$ cat config.mk
export PLATFORM = sky130hd
export DESIGN_NAME = load_cell_tare_scale_average
export DESIGN_NICKNAME = d
export VERILOG_FILES = /design/src/rtl/core/lctsa_pkg.sv /design/src/rtl/core/lctsa_div.sv /design/src/rtl/core/lctsa_window.sv /design/src/rtl/core/load_cell_tare_scale_average.sv
export VERILOG_INCLUDE_DIRS = /design/src /design/src/rtl/core
export SDC_FILE = /design/constraint.sdc
export NUM_CORES = 1
export LEC_CHECK = 0
export BUFFER_PORTS_ARGS = -buffer_cell sky130_fd_sc_hd__buf_2
export CAP_MARGIN = 20
export CORE_UTILIZATION = 30
export CTS_CLUSTER_DIAMETER = 40
export DETAILED_ROUTE_END_ITERATION = 10
export GPL_TIMING_DRIVEN = 1
export PLACE_DENSITY = 0.55
export SETUP_SLACK_MARGIN = 0.15
export SLEW_MARGIN = 15
export SYNTH_ARGS = -nofsm -noshare
export SYNTH_HDL_FRONTEND = slang
export SYNTH_SLANG_ARGS = --single-unit
export TNS_END_PERCENT = 1
$ cat constraint.sdc
create_clock -name clk -period 11.85 [get_ports clk]
set_clock_uncertainty 0.2 [all_clocks]
set_input_delay 1.185 -clock clk [delete_from_list [all_inputs] [get_ports clk]]
set_output_delay 1.185 -clock clk [all_outputs]
set_load 0.005 [all_outputs]
$ cat src/rtl/core/load_cell_tare_scale_average_macros.svh
// Assertion macros shared by the load-cell tare and averaging RTL.
// Included by the modules that carry concurrent checks; no other dependencies.
`ifndef LOAD_CELL_TARE_SCALE_AVERAGE_MACROS_SVH
`define LOAD_CELL_TARE_SCALE_AVERAGE_MACROS_SVH

// Same-cycle implication, disabled while reset is asserted.
`define LCTSA_ASSERT_IMPL(lbl, clk, rst_n, ante, cons, msg) \
  lbl: assert property (@(posedge clk) disable iff (!rst_n) (ante) |-> (cons)) \
    else $error(msg);

// Next-cycle implication, disabled while reset is asserted.
`define LCTSA_ASSERT_NEXT(lbl, clk, rst_n, ante, cons, msg) \
  lbl: assert property (@(posedge clk) disable iff (!rst_n) (ante) |=> (cons)) \
    else $error(msg);

`endif

$ cat src/rtl/core/lctsa_pkg.sv
// Shared types and constants for the load-cell tare and averaging block.
// No dependencies; used by lctsa_div, lctsa_window and the top level.
`default_nettype none

package lctsa_pkg;

  // Field widths.
  localparam int RAW_W       = 24;
  localparam int WGT_W       = 27;
  localparam int SCALE_W     = 16;
  localparam int DVS_W       = SCALE_W + 1;
  localparam int OUT_TDATA_W = 32;

  // Calibration factor after reset.
  localparam logic [SCALE_W-1:0] SCALE_RESET = 16'd815;

  // Input item kinds carried on in_tuser.
  localparam logic CMD_SAMPLE = 1'b0;
  localparam logic CMD_TARE   = 1'b1;

  // Commands from the sequencer to the averaging window.
  typedef struct packed {
    logic restart;
    logic add;
  } win_ctl_t;

endpackage

`default_nettype wire

$ cat src/rtl/core/lctsa_div.sv
// Shared iterative unsigned divider: one quotient bit per cycle (restoring).
// Depends on lctsa_pkg for the divisor width.
`default_nettype none

module lctsa_div #(
  parameter int DVD_W = 30
) (
  input  wire logic                        clk,
  input  wire logic                        rst_n,
  input  wire logic                        start,
  input  wire logic [DVD_W-1:0]            dividend,
  input  wire logic [lctsa_pkg::DVS_W-1:0] divisor,
  output logic                             done,
  output logic [DVD_W-1:0]                 quotient
);

  localparam int DVS_W = lctsa_pkg::DVS_W;
  localparam int CNT_W = $clog2(DVD_W + 1);

  logic             busy_r;
  logic             done_r;
  logic [CNT_W-1:0] cnt_r;
  logic [DVD_W-1:0] quo_r;
  logic [DVS_W-1:0] rem_r;
  logic [DVS_W-1:0] dvs_r;

  logic [DVS_W:0]   rem_sh;
  logic [DVS_W+1:0] diff;
  logic             borrow;
  logic [DVS_W-1:0] rem_nxt;

  // One restoring step: shift in the next dividend bit and try a subtract.
  always_comb begin
    rem_sh  = {rem_r, quo_r[DVD_W-1]};
    diff    = {1'b0, rem_sh} - {2'b00, dvs_r};
    borrow  = diff[DVS_W+1];
    rem_nxt = borrow ? rem_sh[DVS_W-1:0] : diff[DVS_W-1:0];
  end

  // Step counter and completion pulse.
  always_ff @(posedge clk) begin
    if (!rst_n) begin
      busy_r <= 1'b0;
      done_r <= 1'b0;
      cnt_r  <= '0;
    end else begin
      done_r <= 1'b0;
      if (start) begin
        busy_r <= 1'b1;
        cnt_r  <= CNT_W'(DVD_W);
      end else if (busy_r) begin
        cnt_r <= cnt_r - CNT_W'(1);
        if (cnt_r == CNT_W'(1)) begin
          busy_r <= 1'b0;
          done_r <= 1'b1;
        end
      end
    end
  end

  // Datapath: the quotient register doubles as the dividend shifter.
  always_ff @(posedge clk) begin
    if (start) begin
      quo_r <= dividend;
      rem_r <= '0;
      dvs_r <= divisor;
    end else if (busy_r) begin
      rem_r <= rem_nxt;
      quo_r <= {quo_r[DVD_W-2:0], ~borrow};
    end
  end

  assign done     = done_r;
  assign quotient = quo_r;

endmodule

`default_nettype wire

$ cat src/rtl/core/lctsa_window.sv
// Ring window of recent weights with running sum, fill count and write slot.
// Depends on lctsa_pkg for the weight width and the control struct.
`default_nettype none
`include "load_cell_tare_scale_average_macros.svh"

module lctsa_window #(
  parameter int WINDOW = 5
) (
  input  wire logic                                  clk,
  input  wire logic                                  rst_n,
  input  wire lctsa_pkg::win_ctl_t                   ctl,
  input  wire logic signed [lctsa_pkg::WGT_W-1:0]    wgt_in,
  output logic signed [lctsa_pkg::WGT_W+$clog2(WINDOW+1)-1:0] sum_o,
  output logic [$clog2(WINDOW+1)-1:0]                cnt_o
);

  localparam int WGT_W  = lctsa_pkg::WGT_W;
  localparam int CNT_W  = $clog2(WINDOW + 1);
  localparam int SUM_W  = WGT_W + CNT_W;
  localparam int SLOT_W = (WINDOW > 1) ? $clog2(WINDOW) : 1;

  logic signed [WGT_W-1:0] store_r [WINDOW];
  logic signed [SUM_W-1:0] sum_r;
  logic signed [SUM_W-1:0] sum_nxt;
  logic [CNT_W-1:0]        cnt_r;
  logic [SLOT_W-1:0]       slot_r;
  logic                    full;
  logic signed [SUM_W-1:0] old_w;

  // The oldest entry leaves the sum only once the window is full.
  always_comb begin
    full    = (cnt_r == CNT_W'(WINDOW));
    old_w   = full ? SUM_W'(store_r[slot_r]) : '0;
    sum_nxt = sum_r + SUM_W'(wgt_in) - old_w;
  end

  // Sum, fill count and slot pointer.
  always_ff @(posedge clk) begin
    if (!rst_n) begin
      sum_r  <= '0;
      cnt_r  <= '0;
      slot_r <= '0;
    end else if (ctl.restart) begin
      sum_r  <= '0;
      cnt_r  <= '0;
      slot_r <= '0;
    end else if (ctl.add) begin
      sum_r <= sum_nxt;
      if (!full) begin
        cnt_r <= cnt_r + CNT_W'(1);
      end
      if (slot_r == SLOT_W'(WINDOW - 1)) begin
        slot_r <= '0;
      end else begin
        slot_r <= slot_r + SLOT_W'(1);
      end
    end
  end

  // Weight storage, written at the current slot.
  always_ff @(posedge clk) begin
    if (ctl.add && !ctl.restart) begin
      store_r[slot_r] <= wgt_in;
    end
  end

  assign sum_o = sum_r;
  assign cnt_o = cnt_r;

  `LCTSA_ASSERT_IMPL(a_slot_tracks_fill, clk, rst_n, (cnt_r != CNT_W'(WINDOW)), (CNT_W'(slot_r) == cnt_r), "write slot differs from fill count while filling")
  `LCTSA_ASSERT_NEXT(a_full_stays_full, clk, rst_n, (ctl.add && !ctl.restart && full), (cnt_r == CNT_W'(WINDOW)), "fill count left full state on add")
  `LCTSA_ASSERT_NEXT(a_restart_clears, clk, rst_n, ctl.restart, ((cnt_r == '0) && (sum_r == '0)), "restart did not clear sum and count")

endmodule

`default_nettype wire

$ cat src/rtl/core/load_cell_tare_scale_average.sv
// Load-cell tare, calibration and moving-average block (top level).
// Uses the shared divider lctsa_div, the ring window lctsa_window and lctsa_pkg.
//
// Usage:
//   Input requests arrive on in_tvalid/in_tready/in_tdata/in_tuser. in_tuser
//   is the command (0 = raw sample, 1 = tare request), in_tdata the signed
//   24-bit raw reading. Each request yields exactly one result on out_*:
//   out_tdata holds the signed 27-bit averaged weight in grams, out_tuser is
//   high when no tare is pending.
//   A tare request or the first sample after it (which becomes the offset) goes
//   straight from S_IDLE to S_OUT. A normal sample passes S_PREP, S_DIV1, S_AVG,
//   S_DIV2 and S_OUT: one divider, iterating one bit per cycle, is used for the
//   gram conversion and then for the window average. in_tready is high only while
//   the sequencer is idle, so one request is processed at a time.
//   The result sits in an output register; a new request is accepted while it
//   waits, and a later result waits in the sequencer until that register is taken.
//   scale_x2 is written through cfg_valid/cfg_data (cfg_ready is always high);
//   the user must write it only while the block is idle; the block does not
//   enforce this. Synchronous reset sets scale_x2 to 815, clears offset and
//   average, empties the window and marks a tare as pending.
`default_nettype none
`include "load_cell_tare_scale_average_macros.svh"

module load_cell_tare_scale_average #(
  parameter int WINDOW = 5
) (
  input  wire logic                                clk,
  input  wire logic                                rst_n,
  // Input request channel.
  input  wire logic                                in_tvalid,
  output logic                                     in_tready,
  input  wire logic [lctsa_pkg::RAW_W-1:0]         in_tdata,   // [23:0] raw_sample
  input  wire logic                                in_tuser,   // [0] cmd
  // Result channel.
  output logic                                     out_tvalid,
  input  wire logic                                out_tready,
  output logic [lctsa_pkg::OUT_TDATA_W-1:0]        out_tdata,  // [26:0] weight_grams
  output logic                                     out_tuser,  // [0] tare_done
  // Configuration write channel.
  input  wire logic                                cfg_valid,
  output logic                                     cfg_ready,
  input  wire logic [lctsa_pkg::SCALE_W-1:0]       cfg_data    // scale_x2
);

  localparam int RAW_W   = lctsa_pkg::RAW_W;
  localparam int WGT_W   = lctsa_pkg::WGT_W;
  localparam int SCALE_W = lctsa_pkg::SCALE_W;
  localparam int DVS_W   = lctsa_pkg::DVS_W;
  localparam int CNT_W   = $clog2(WINDOW + 1);
  localparam int SUM_W   = WGT_W + CNT_W;
  localparam int DVD_W   = SUM_W;

  typedef enum logic [5:0] {
    S_IDLE = 6'b000001,
    S_PREP = 6'b000010,
    S_DIV1 = 6'b000100,
    S_AVG  = 6'b001000,
    S_DIV2 = 6'b010000,
    S_OUT  = 6'b100000
  } state_t;

  state_t                    state_r;
  state_t                    state_nxt;
  logic [SCALE_W-1:0]        scale_r;
  logic signed [RAW_W-1:0]   raw_r;
  logic signed [RAW_W-1:0]   offset_r;
  logic                      pending_r;
  logic signed [WGT_W-1:0]   avg_r;
  logic                      neg_r;
  logic                      out_valid_r;
  logic [WGT_W-1:0]          out_data_r;
  logic                      out_user_r;

  logic                      in_acc;
  logic                      out_load;
  logic signed [RAW_W:0]     delta;
  logic [RAW_W:0]            delta_mag;
  logic [SCALE_W-1:0]        scale_eff;
  logic signed [SUM_W-1:0]   win_sum;
  logic [CNT_W-1:0]          win_cnt;
  logic [SUM_W-1:0]          sum_mag;
  logic                      div_start;
  logic [DVD_W-1:0]          div_dvd;
  logic [DVS_W-1:0]          div_dvs;
  logic                      div_done;
  logic [DVD_W-1:0]          div_quo;
  logic [WGT_W-1:0]          quo_w;
  logic signed [WGT_W-1:0]   quo_signed;
  lctsa_pkg::win_ctl_t       win_ctl;

  assign in_tready = (state_r == S_IDLE);
  assign in_acc    = in_tvalid && in_tready;
  assign cfg_ready = 1'b1;
  assign out_load  = (state_r == S_OUT) && (!out_valid_r || out_tready);

  // Configuration register.
  always_ff @(posedge clk) begin
    if (!rst_n) begin
      scale_r <= lctsa_pkg::SCALE_RESET;
    end else if (cfg_valid) begin
      scale_r <= cfg_data;
    end
  end

  // Operand preparation for the divider.
  always_comb begin
    scale_eff  = (scale_r == '0) ? SCALE_W'(1) : scale_r;
    delta      = $signed({raw_r[RAW_W-1], raw_r}) - $signed({offset_r[RAW_W-1], offset_r});
    delta_mag  = delta[RAW_W] ? (RAW_W+1)'(-delta) : delta;
    sum_mag    = win_sum[SUM_W-1] ? SUM_W'(-win_sum) : win_sum;
    div_start  = (state_r == S_PREP) || (state_r == S_AVG);
    if (state_r == S_PREP) begin
      div_dvd = DVD_W'({delta_mag, 2'b00}) + DVD_W'(scale_eff);
      div_dvs = {scale_eff, 1'b0};
    end else begin
      div_dvd = DVD_W'(sum_mag);
      div_dvs = DVS_W'(win_cnt);
    end
    quo_w      = div_quo[WGT_W-1:0];
    quo_signed = neg_r ? -$signed(quo_w) : $signed(quo_w);
  end

  // Window commands.
  always_comb begin
    win_ctl.restart = in_acc && (in_tuser == lctsa_pkg::CMD_SAMPLE) && pending_r;
    win_ctl.add     = (state_r == S_DIV1) && div_done;
  end

  // Sequencer next state.
  always_comb begin
    state_nxt = state_r;
    unique case (state_r)
      S_IDLE: begin
        if (in_acc) begin
          if (in_tuser == lctsa_pkg::CMD_TARE || pending_r) begin
            state_nxt = S_OUT;
          end else begin
            state_nxt = S_PREP;
          end
        end
      end
      S_PREP: state_nxt = S_DIV1;
      S_DIV1: begin
        if (div_done) begin
          state_nxt = S_AVG;
        end
      end
      S_AVG:  state_nxt = S_DIV2;
      S_DIV2: begin
        if (div_done) begin
          state_nxt = S_OUT;
        end
      end
      S_OUT: begin
        if (out_load) begin
          state_nxt = S_IDLE;
        end
      end
      default: state_nxt = S_IDLE;
    endcase
  end

  // Control state: sequencer, tare handling, average and output valid.
  always_ff @(posedge clk) begin
    if (!rst_n) begin
      state_r     <= S_IDLE;
      pending_r   <= 1'b1;
      offset_r    <= '0;
      avg_r       <= '0;
      out_valid_r <= 1'b0;
    end else begin
      state_r <= state_nxt;
      if (in_acc) begin
        if (in_tuser == lctsa_pkg::CMD_TARE) begin
          pending_r <= 1'b1;
        end else if (pending_r) begin
          offset_r  <= $signed(in_tdata);
          avg_r     <= '0;
          pending_r <= 1'b0;
        end
      end
      if ((state_r == S_DIV2) && div_done) begin
        avg_r <= quo_signed;
      end
      if (out_load) begin
        out_valid_r <= 1'b1;
      end else if (out_tready) begin
        out_valid_r <= 1'b0;
      end
    end
  end

  // Payload registers.
  always_ff @(posedge clk) begin
    if (in_acc) begin
      raw_r <= $signed(in_tdata);
    end
    if (state_r == S_PREP) begin
      neg_r <= delta[RAW_W];
    end else if (state_r == S_AVG) begin
      neg_r <= win_sum[SUM_W-1];
    end
    if (out_load) begin
      out_data_r <= avg_r;
      out_user_r <= !pending_r;
    end
  end

  lctsa_div #(
    .DVD_W (DVD_W)
  ) u_div (
    .clk      (clk),
    .rst_n    (rst_n),
    .start    (div_start),
    .dividend (div_dvd),
    .divisor  (div_dvs),
    .done     (div_done),
    .quotient (div_quo)
  );

  lctsa_window #(
    .WINDOW (WINDOW)
  ) u_window (
    .clk    (clk),
    .rst_n  (rst_n),
    .ctl    (win_ctl),
    .wgt_in (quo_signed),
    .sum_o  (win_sum),
    .cnt_o  (win_cnt)
  );

  assign out_tvalid = out_valid_r;
  assign out_tdata  = lctsa_pkg::OUT_TDATA_W'(out_data_r);
  assign out_tuser  = out_user_r;

  `LCTSA_ASSERT_IMPL(a_done_in_div, clk, rst_n, div_done, ((state_r == S_DIV1) || (state_r == S_DIV2)), "divider finished outside a divide state")
  `LCTSA_ASSERT_NEXT(a_tare_sets_pending, clk, rst_n, (in_acc && (in_tuser == lctsa_pkg::CMD_TARE)), (pending_r && (state_r == S_OUT)), "tare request did not set pending")
  `LCTSA_ASSERT_NEXT(a_result_waits, clk, rst_n, ((state_r == S_OUT) && out_valid_r && !out_tready), (state_r == S_OUT), "result left sequencer while output was busy")

endmodule

`default_nettype wire

-- Word level (Yosys, flattened, before mapping)
Memory sizes are Yosys's and may differ from the RTL's. A register that Yosys moved wholly into a read port is not among the register bits.
Index checks and enable logic that the tools add are counted.
- flip-flop bits (word level): 235
- RAM bits: 135
- input bits: 46
- output and inout port bits: 36
- logic and storage cells: 115
- memories kept: 1
- memories (memory ; words ; width ; rd ports ; clocked after Yosys merged registers in ; write ports ; RTL line ; source):
    u_window.store_r ; 5 ; 27 ; 1 ; 1 ; 1 ; lctsa_window.sv:22 ; logic signed [WGT_W-1:0] store_r [WINDOW];
- add/sub/neg operators: 11
- equality and inequality tests: 14
- mux-type cells: 36
- bitwise gates (word level): 5
- reduce and logical (&&, ||, !) cells: 26
- operators with widths (operator ; count):
    $mux W30 ; 5
    $mux W27 ; 5
    $pmux W6 S6 ; 1
    $add A30 B27 Y30 ; 1
    $mux W6 ; 5
    $neg A30 Y30 ; 1
    $sub A30 B30 Y30 ; 1
    $add A27 B16 Y28 ; 1
    $neg A27 Y27 ; 1
    $mux W25 ; 1
    $neg A25 Y25 ; 1
    $sub A24 B24 Y25 ; 1
    $sub A18 B17 Y19 ; 1
    $mux W17 ; 1
    $logic_not A16 Y1 ; 1
    $mux W16 ; 1
    $mux W3 ; 4
    $mux W1 ; 11
    $mux W5 ; 2
    $reduce_bool A2 Y1 ; 5
    $ne A2 B1 Y1 const B ; 4
    $logic_and A1 B1 Y1 ; 7
    $add A3 B1 Y3 const B ; 2
    $eq A3 B3 Y1 const B ; 2
    17 further kinds ; 27

-- Logic depth before layout (Yosys ltp)
Gate-level depths: netlist (run 1).
- depth after elaboration: 8
- depth in mapped cells: 26
- gate-level depth less buffers: 24

-- Cells and area by module
Synthesis (run 1) repeated with hierarchy kept, for this count alone.
- cells, all modules: 2232
- area total of the unflattened synthesis: 22402.7 um^2
- by module, submodules not included (module ; instances ; cells an instance ; area each (um^2)):
    lctsa_window ; 1 ; 768 ; 9316.4
    load_cell_tare_scale_average ; 1 ; 1125 ; 9312.7
    lctsa_div ; 1 ; 339 ; 3773.6

-- Worst setup path before layout (run 1)
OpenSTA, ideal clock, no wires.
- kind: flip-flop to flip-flop
- start point: register raw_r[0]
- end point: register u_div.quo_r[18], in the netlist u_div.quotient[18], data pin
- setup time: 0.265 ns
- data arrival time: 5.208 ns
- required time: 11.385 ns
- setup slack: 6.177 ns
- stages on the path, launching flop included: 26
- buffers on the path: 2
- cells stage by stage: edfxtp_1 inv_1 ha_1 fa_1 nor2b_1 o31a_2 o21ai_2 o31ai_1 a41o_1 a21o_1 buf_6 clkbuf_1 a21oi_1 fa_1 a21o_1 a21oi_1 nor2b_1 o21a_1 o311a_1 a31oi_1 a21oi_1 a31oi_1 o31ai_1 a211oi_2 xnor2_1 o21ai_1
- cells in the longest elaborated chain, start to end: 6
- ends and longest elaborated chain (what ; RTL line ; source):
    from (decl) ; load_cell_tare_scale_average.sv:65 ; logic signed [RAW_W-1:0] raw_r;
    from (signal assigned) ; load_cell_tare_scale_average.sv:196 ; raw_r <= $signed(in_tdata);
    $sub A24 B24 Y25 (*) ; load_cell_tare_scale_average.sv:108 ; delta = $signed({raw_r[RAW_W-1], raw_r}) - $signed({offset_r[RAW_W-1], offset_r});
    $neg A25 Y25 ; load_cell_tare_scale_average.sv:109 ; delta_mag = delta[RAW_W] ? (RAW_W+1)'(-delta) : delta;
    $mux W25 (*) ; load_cell_tare_scale_average.sv:109 ;
    $add A27 B16 Y28 (*) ; load_cell_tare_scale_average.sv:113 ; div_dvd = DVD_W'({delta_mag, 2'b00}) + DVD_W'(scale_eff);
    $mux W30 (*) ; load_cell_tare_scale_average.sv:112 ; if (state_r == S_PREP) begin
    $mux W30 (*) ; lctsa_div.sv:63 ; if (start) begin
    to (signal assigned) ; lctsa_div.sv:64 ; quo_r <= dividend;
    to (signal assigned) ; lctsa_div.sv:69 ; quo_r <= {quo_r[DVD_W-2:0], ~borrow};
    to (decl) ; lctsa_div.sv:23 ; logic [DVD_W-1:0] quo_r;
Mark *: on every way between the ends. The rest lies on a longest branch, timed or not.
A chain may end at the register's enable or synchronous reset.

-- Worst setup path after layout (run 1)
- start point: register offset_r[6]
- end point: register u_div.quo_r[18], in the netlist u_div.quotient[18], data pin
- cells in the longest elaborated chain, start to end: 6
- ends and longest elaborated chain (what ; RTL line ; source):
    from (decl) ; load_cell_tare_scale_average.sv:66 ; logic signed [RAW_W-1:0] offset_r;
    from (signal assigned) ; load_cell_tare_scale_average.sv:177 ; offset_r <= $signed(in_tdata);
    $sub A24 B24 Y25 (*) ; load_cell_tare_scale_average.sv:108 ;
    $neg A25 Y25 ; load_cell_tare_scale_average.sv:109 ;
    $mux W25 (*) ; load_cell_tare_scale_average.sv:109 ;
    $add A27 B16 Y28 (*) ; load_cell_tare_scale_average.sv:113 ;
    $mux W30 (*) ; load_cell_tare_scale_average.sv:112 ;
    $mux W30 (*) ; lctsa_div.sv:63 ;
Marked as above.

==> run metrics, run 1 <==
status finished clean; chip width 266.7 um; ANT cells 0; Setup crit end kind flop; register area share after synthesis 0.4671; GP Congestion 0.8436; RSZ-0062 raised after global routing false; antenna violations before repair 1; WHS 0.2252 ns; hold depth 0; cells on worst reg2reg path 22; 1st-iter DRT viols 933; Setup TNS Final 0 ns; Reg clk slew, reported paths 0.06 ns; CP dominant cell by count a21oi_1; fmax 0.1546 GHz; Total Routing Usage GR 0.1415; via count 15070; synthesis-stage register bit count 373; Synth area leaders edfxtp_1 34%, dfxtp_1 13%, ha_1 5.7%; EDFF count, synth 235; router iterations before antenna repair 5; CTS tree done; largest fanout on the critical path 20; Final Hold Viols 0; final core utilization 0.3521; area leader, netlist edfxtp_1; syn_area_per_cell 10.51 um^2; clk buf depth 3; synth unique cells 94; Syn. warnings 0; WS Path Type flop to flop; Area Growth Syn to Fin 15.46%; WP data required 11.98 ns; startpoint type of the worst setup path flop; max_cap viols 0; clock root buffer clkbuf_16; flop-to-flop setup slack 5.38 ns; fin crit period 6.468 ns; GR Overflow Total 0; Hold Crit Class flop to flop; Die Footprint 71140 um^2; Slew @ Worst Pin 1.125 ns; Largest delay share family, worst path compound AO/OA/AOI/OAI gates; critical-path cell list inv_1, ha_1, a21oi_1, a31oi_1, o21ai_2, o31ai_1, a41o_1, a21o_1, a21oi_1, fa_1, a21o_1, a21oi_1, nor2b_1, o21a_1, o311a_1, a31oi_1, a21oi_1, a31oi_1, o31ai_1, a211oi_2, xnor2_1, o21ai_1; later-pin clock latency in the skew report 0.61 ns; # IOs 82; IR drop worst, VDD 0.1019 mV; WL final 50530 um; final net count 2226; Remaining DRCs 0; Core ar. 68950 um^2; post-cts resize count 0; standard-cell rows 96; WP buf/inv 1; routed vias/inst 4.971; Chip Height 266.7 um; layout cells sized above 1 0.1524; CP peak stage delay 0.56 ns; Num CTS Buffers 55; Mapped Area 21020 um^2; Hold Path Sink out_data_r[23]$_DFFE_PP_; initial core utilization 0.3049; Final setup viols 0; Design Power 3.957 mW; final period utilization 0.5459; Pwr per Cell Area 163.0 nW/um^2; reg-to-reg startpoint offset_r[6]$_SDFFE_PN0P_; fill count 6879; most used flip-flop cell after synthesis edfxtp_1; largest net degree at the start of global routing 83; Mapped Cells 2001; DPL Wire Length 35630 um; DR WL/cell 16.67 um; IO buf count 75; area share of the largest cell type after synthesis 0.3357; Slowest-stage cell, CP a21o_1; Post-synth top cells 235 x edfxtp_1, 219 x nand2_1, 138 x dfxtp_1; Leakage 8.627 nW; Multi-input gate area 10420 um^2; R2R Path End u_div.quotient[18]$_DFFE_PP_; Sink Count 373; Max Slew Vio Count 0; Worst slew margin 0.2420; first-pass GRT wire length 80650 um; Hold Path Origin avg_r[23]$_SDFFE_PN0P_; count leader, synth edfxtp_1; postcts setup bufs 0; post-route ant nets 0; Synth async-reset ratio 0; crit path DAT 6.59 ns; cts hold-fix bufs 0; CTS H-tree depth 2; area occupied by registers 9822 um^2; vias in the first global route 14770
[worst max path at each step]
stage | depth (start not counted) | start | slack [ns] | to
global placement | 21 | raw_r[6]$_DFFE_PP_ | 5.49 | u_div.quotient[18]$_DFFE_PP_
global route | 22 | offset_r[6]$_SDFFE_PN0P_ | 4.82 | u_div.quotient[18]$_DFFE_PP_
floorplan | 25 | raw_r[0]$_DFFE_PP_ | 6.18 | u_div.quotient[18]$_DFFE_PP_
finish | 22 | offset_r[6]$_SDFFE_PN0P_ | 5.38 | u_div.quotient[18]$_DFFE_PP_
CTS | 22 | offset_r[6]$_SDFFE_PN0P_ | 5.33 | u_div.quotient[18]$_DFFE_PP_
detailed placement | 22 | offset_r[6]$_SDFFE_PN0P_ | 5.36 | u_div.quotient[18]$_DFFE_PP_
[metrics by stage]
stage | setup WS [ns] | area, um^2 | instances
2_1_floorplan | 6.177 | 21040 | 2005
3_3_place_gp | 5.492 | 22330 | 2925
3_5_place_dp | 5.356 | 22330 | 2925
4_1_cts | 5.326 | 24240 | 3029
5_1_grt | 4.822 | 24270 | 3031
6_report | 5.382 | 24270 | 3031
[logic make-up after synthesis]
logic type | synth area share
AO/OA/AOI/OAI | 0.1471
XOR/XNOR | 0.05993
adder cells (fa/ha/maj) | 0.08701
buffers and inverters | 0.04083
flip-flops | 0.4671
multiplexers | 0.05529
other | 0.0003572
AND/OR/NAND/NOR | 0.1424
[sequential cells by signal, summed over array words and instances, names as in the netlist, 3 cells and up, named ones only]
name / flops
avg_r: 27
offset_r: 24
out_data_r: 27
raw_r: 24
scale_r: 16
state_r: 6
u_div.cnt_r: 5
u_div.dvs_r: 17
u_div.quotient: 30
u_div.rem_r: 17
u_window.cnt_o: 3
u_window.slot_r: 3
u_window.store_r: 135
u_window.sum_o: 30
[cell usage in the layout, fill, tap and decap left out, types with 25 or more instances in the layout]
cell type	count
nand2_1	219
buf_2	75
nor3_1	27
a21boi_0	62
a21oi_1	119
and2_1	27
clkbuf_16	58
inv_1	91
xor2_1	49
mux2i_1	25
fa_1	32
dfxtp_1	136
mux2_2	27
edfxtp_1	235
nor2_1	108
ha_1	95
o21ai_0	78
buf_4	27
mux4_2	27
xnor2_1	92
nand3_1	72
[worst register-to-register path, cell delays in order, from the launching register on]
cell and delay (ns):
dfxtp_1 0.33, inv_1 0.05, ha_1 0.41, a21oi_1 0.15, a31oi_1 0.42, o21ai_2 0.22, o31ai_1 0.46, a41o_1 0.29
a21o_1 0.56, a21oi_1 0.24, fa_1 0.46, a21o_1 0.18, a21oi_1 0.23, nor2b_1 0.08, o21a_1 0.19, o311a_1 0.31
a31oi_1 0.23, a21oi_1 0.13, a31oi_1 0.42, o31ai_1 0.14, a211oi_2 0.28, xnor2_1 0.15, o21ai_1 0.07
[layer usage]
layer  routed length [um]  GRT usage  vias up
met2                22500     0.2215      343
met3                 2371    0.02223       73
met5                    0          0        -
met1                24650     0.2014     7245
met4                  999    0.03837        0
li1                     -          -     7407
[layout make-up]
class                      count  area share
tap                          931     0.04799
timing repair buffer         103     0.02495
clock buffer                  67     0.06283
multi-input combinational   1428      0.4294
sequential                   373      0.4046
clock inverter                37     0.01603
inverter                      92     0.01423
[power breakdown]
group | switching, mW | internal (mW)
logic | 0.526 | 0.341
registers | 0.0231 | 1.41
clock network | 0.665 | 0.991
total | 1.21 | 2.74
Note: power is estimated with default switching activity, not from simulation.
==> run 2: changes to the inputs <==
- clock period: 11.85 -> 6.18 ns (I/O delays scaled with it)
==> run metrics, run 2 (synthesis gave the netlist of run 1 again) <==
status finished clean; Remaining DRCs 0 (unchanged); ANT cells 0 (unchanged); first-pass GRT wire length 82990 um (+2.9%); Setup TNS Final 0 ns (unchanged); max_cap viols 0 (unchanged); commonest non-fill, non-tap cell in the layout edfxtp_1; largest net degree at the start of global routing 82 (-1.2%); final setup margin 0.4538 ns (-4.928 ns); Pwr per Cell Area 304.8 nW/um^2 (+87%); startpoint type of the worst setup path flop; largest fanout on the critical path 9 (-55%); Area Growth Syn to Fin 16.63%; layout cells sized above 1 0.1562 (+0.003810); Reg clk slew, reported paths 0.06 ns (about the same); 1st-iter DRT viols 919 (-1.5%); Largest Register u_window.store_r; Worst slew margin 0.3442 (+0.1023); fin crit period 5.726 ns (-0.7422 ns); WHS 0.02170 ns (-0.2035 ns); DPL Wire Length 36810 um (+3.3%); Slew @ Worst Pin 0.9813 ns (-0.1439 ns); CTS tree done; most frequent cells in the layout 235 x edfxtp_1, 219 x nand2_1, 137 x dfxtp_1, 119 x a21oi_1, 108 x nor2_1; Max Slew Vio Count 0 (unchanged); Final Hold Viols 0 (unchanged); Largest register FFs 135 (unchanged); final core utilization 0.3557 (+0.003575); Final setup viols 0 (unchanged); Setup crit end kind flop; DP Worst Slack 0.2443 ns (-5.112 ns); Leakage 8.746 nW (+1.4%); RSZ-0062 raised after global routing true; via count 15240 (+1.2%); Hold Crit Class primary input to flop; GR Overflow Total 0 (unchanged); WL final 51830 um (+2.6%); IO buf count 75 (unchanged); WP data required 6.52 ns (-5.46 ns); Chip Height 266.7 um (unchanged); WS Path Type flop to flop; crit path DAT 6.06 ns (-0.53 ns); router iterations before antenna repair 5 (unchanged); Core ar. 68950 um^2 (unchanged); clk buf depth 3 (unchanged); later-pin clock latency in the skew report 0.62 ns (about the same); GP Congestion 0.8945 (+6.0%); CTS H-tree depth 2 (unchanged); IR drop worst, VDD 0.2178 mV (+110%); Total Routing Usage GR 0.1454 (+0.003879); postcts setup bufs 0 (unchanged); # IOs 82 (unchanged); antenna violations before repair 1 (unchanged); final period utilization 0.9266 (+0.3807); clock root buffer clkbuf_16; standard-cell rows 96 (unchanged); routed vias/inst 4.976 (+0.10%); Num CTS Buffers 53 (-3.6%); Sink Count 373 (unchanged); chip width 266.7 um (unchanged); DR WL/cell 16.92 um (+1.5%); vias in the first global route 15060 (+1.9%); post-route ant nets 0 (unchanged); Die Footprint 71140 um^2 (unchanged); final net count 2260 (+1.5%); fmax 0.1746 GHz (+13%); initial core utilization 0.3049 (unchanged)
## run 2: worst paths after layout
kind | startpoint | endpoint | slack [ns] | cells past startpoint
worst min register to register | avg_r[1]$_SDFFE_PN0P_ | out_data_r[1]$_DFFE_PP_ | 0.23 | 0
worst min-delay path | in_tdata[4] | raw_r[4]$_DFFE_PP_ | 0.02 | 1
worst max register to register | u_div.quotient[0]$_DFFE_PP_ | u_window.sum_o[29]$_SDFFE_PP0P_ | 0.45 | 18
worst max-delay path | u_div.quotient[0]$_DFFE_PP_ | u_window.sum_o[29]$_SDFFE_PP0P_ | 0.45 | 18
## run 2: per-stage QoR
stage,area (um^2),power [mW],cells
after floorplan,21040,4.076,2005
after global placement,22440,4.430,2941
after detailed placement,22460,4.470,2942
after CTS,24470,7.526,3063
after global routing,24520,7.823,3063
final,24520,7.474,3063
## run 2: area by class of cell
cell class	count	area, um^2
flip-flops and latches	373	9821
clock buffers	63	1404
repair buffers	139	928.4
inverters	92	345.3
multi-input cells	1428	10470
well taps	931	1165
fillers	6928	44430
clock inverters	37	387.9
## run 2: routing by layer
metal  vias up  wire length [um]  global-route usage
li1       7469                 -                   -
met1      7401             25170              0.2057
met2       309             23740              0.2319
met3        64              2089             0.02020
met4         0               832             0.03759
met5         -                 0                   0
## run 2: timing repair
item | in CTS | in global routing
hold buffers | 21 | 0
hold endpoints to repair | 21 | 0
resized for setup | 0 | 9
endpoints found under the setup margin | 0 | 12
## run 2: critical path, stage by stage, from the launching register on
cell	delay, ns
edfxtp_1	0.51
or3_1	0.39
or4_1	0.53
nor2_1	0.14
nand2_1	0.10
or3_1	0.37
or2_2	0.30
o41ai_1	0.45
xnor2_2	0.26
fa_1	0.49
ha_1	0.32
or2_2	0.32
a21o_1	0.19
and2_1	0.17
and3_1	0.19
a31oi_1	0.19
xnor2_1	0.10
or3_1	0.30
a21oi_1	0.13
## run 2: where the power goes
group          internal [mW]  switching (mW)
registers               2.71          0.0433
logic                  0.674            1.03
clock network           1.77            1.26
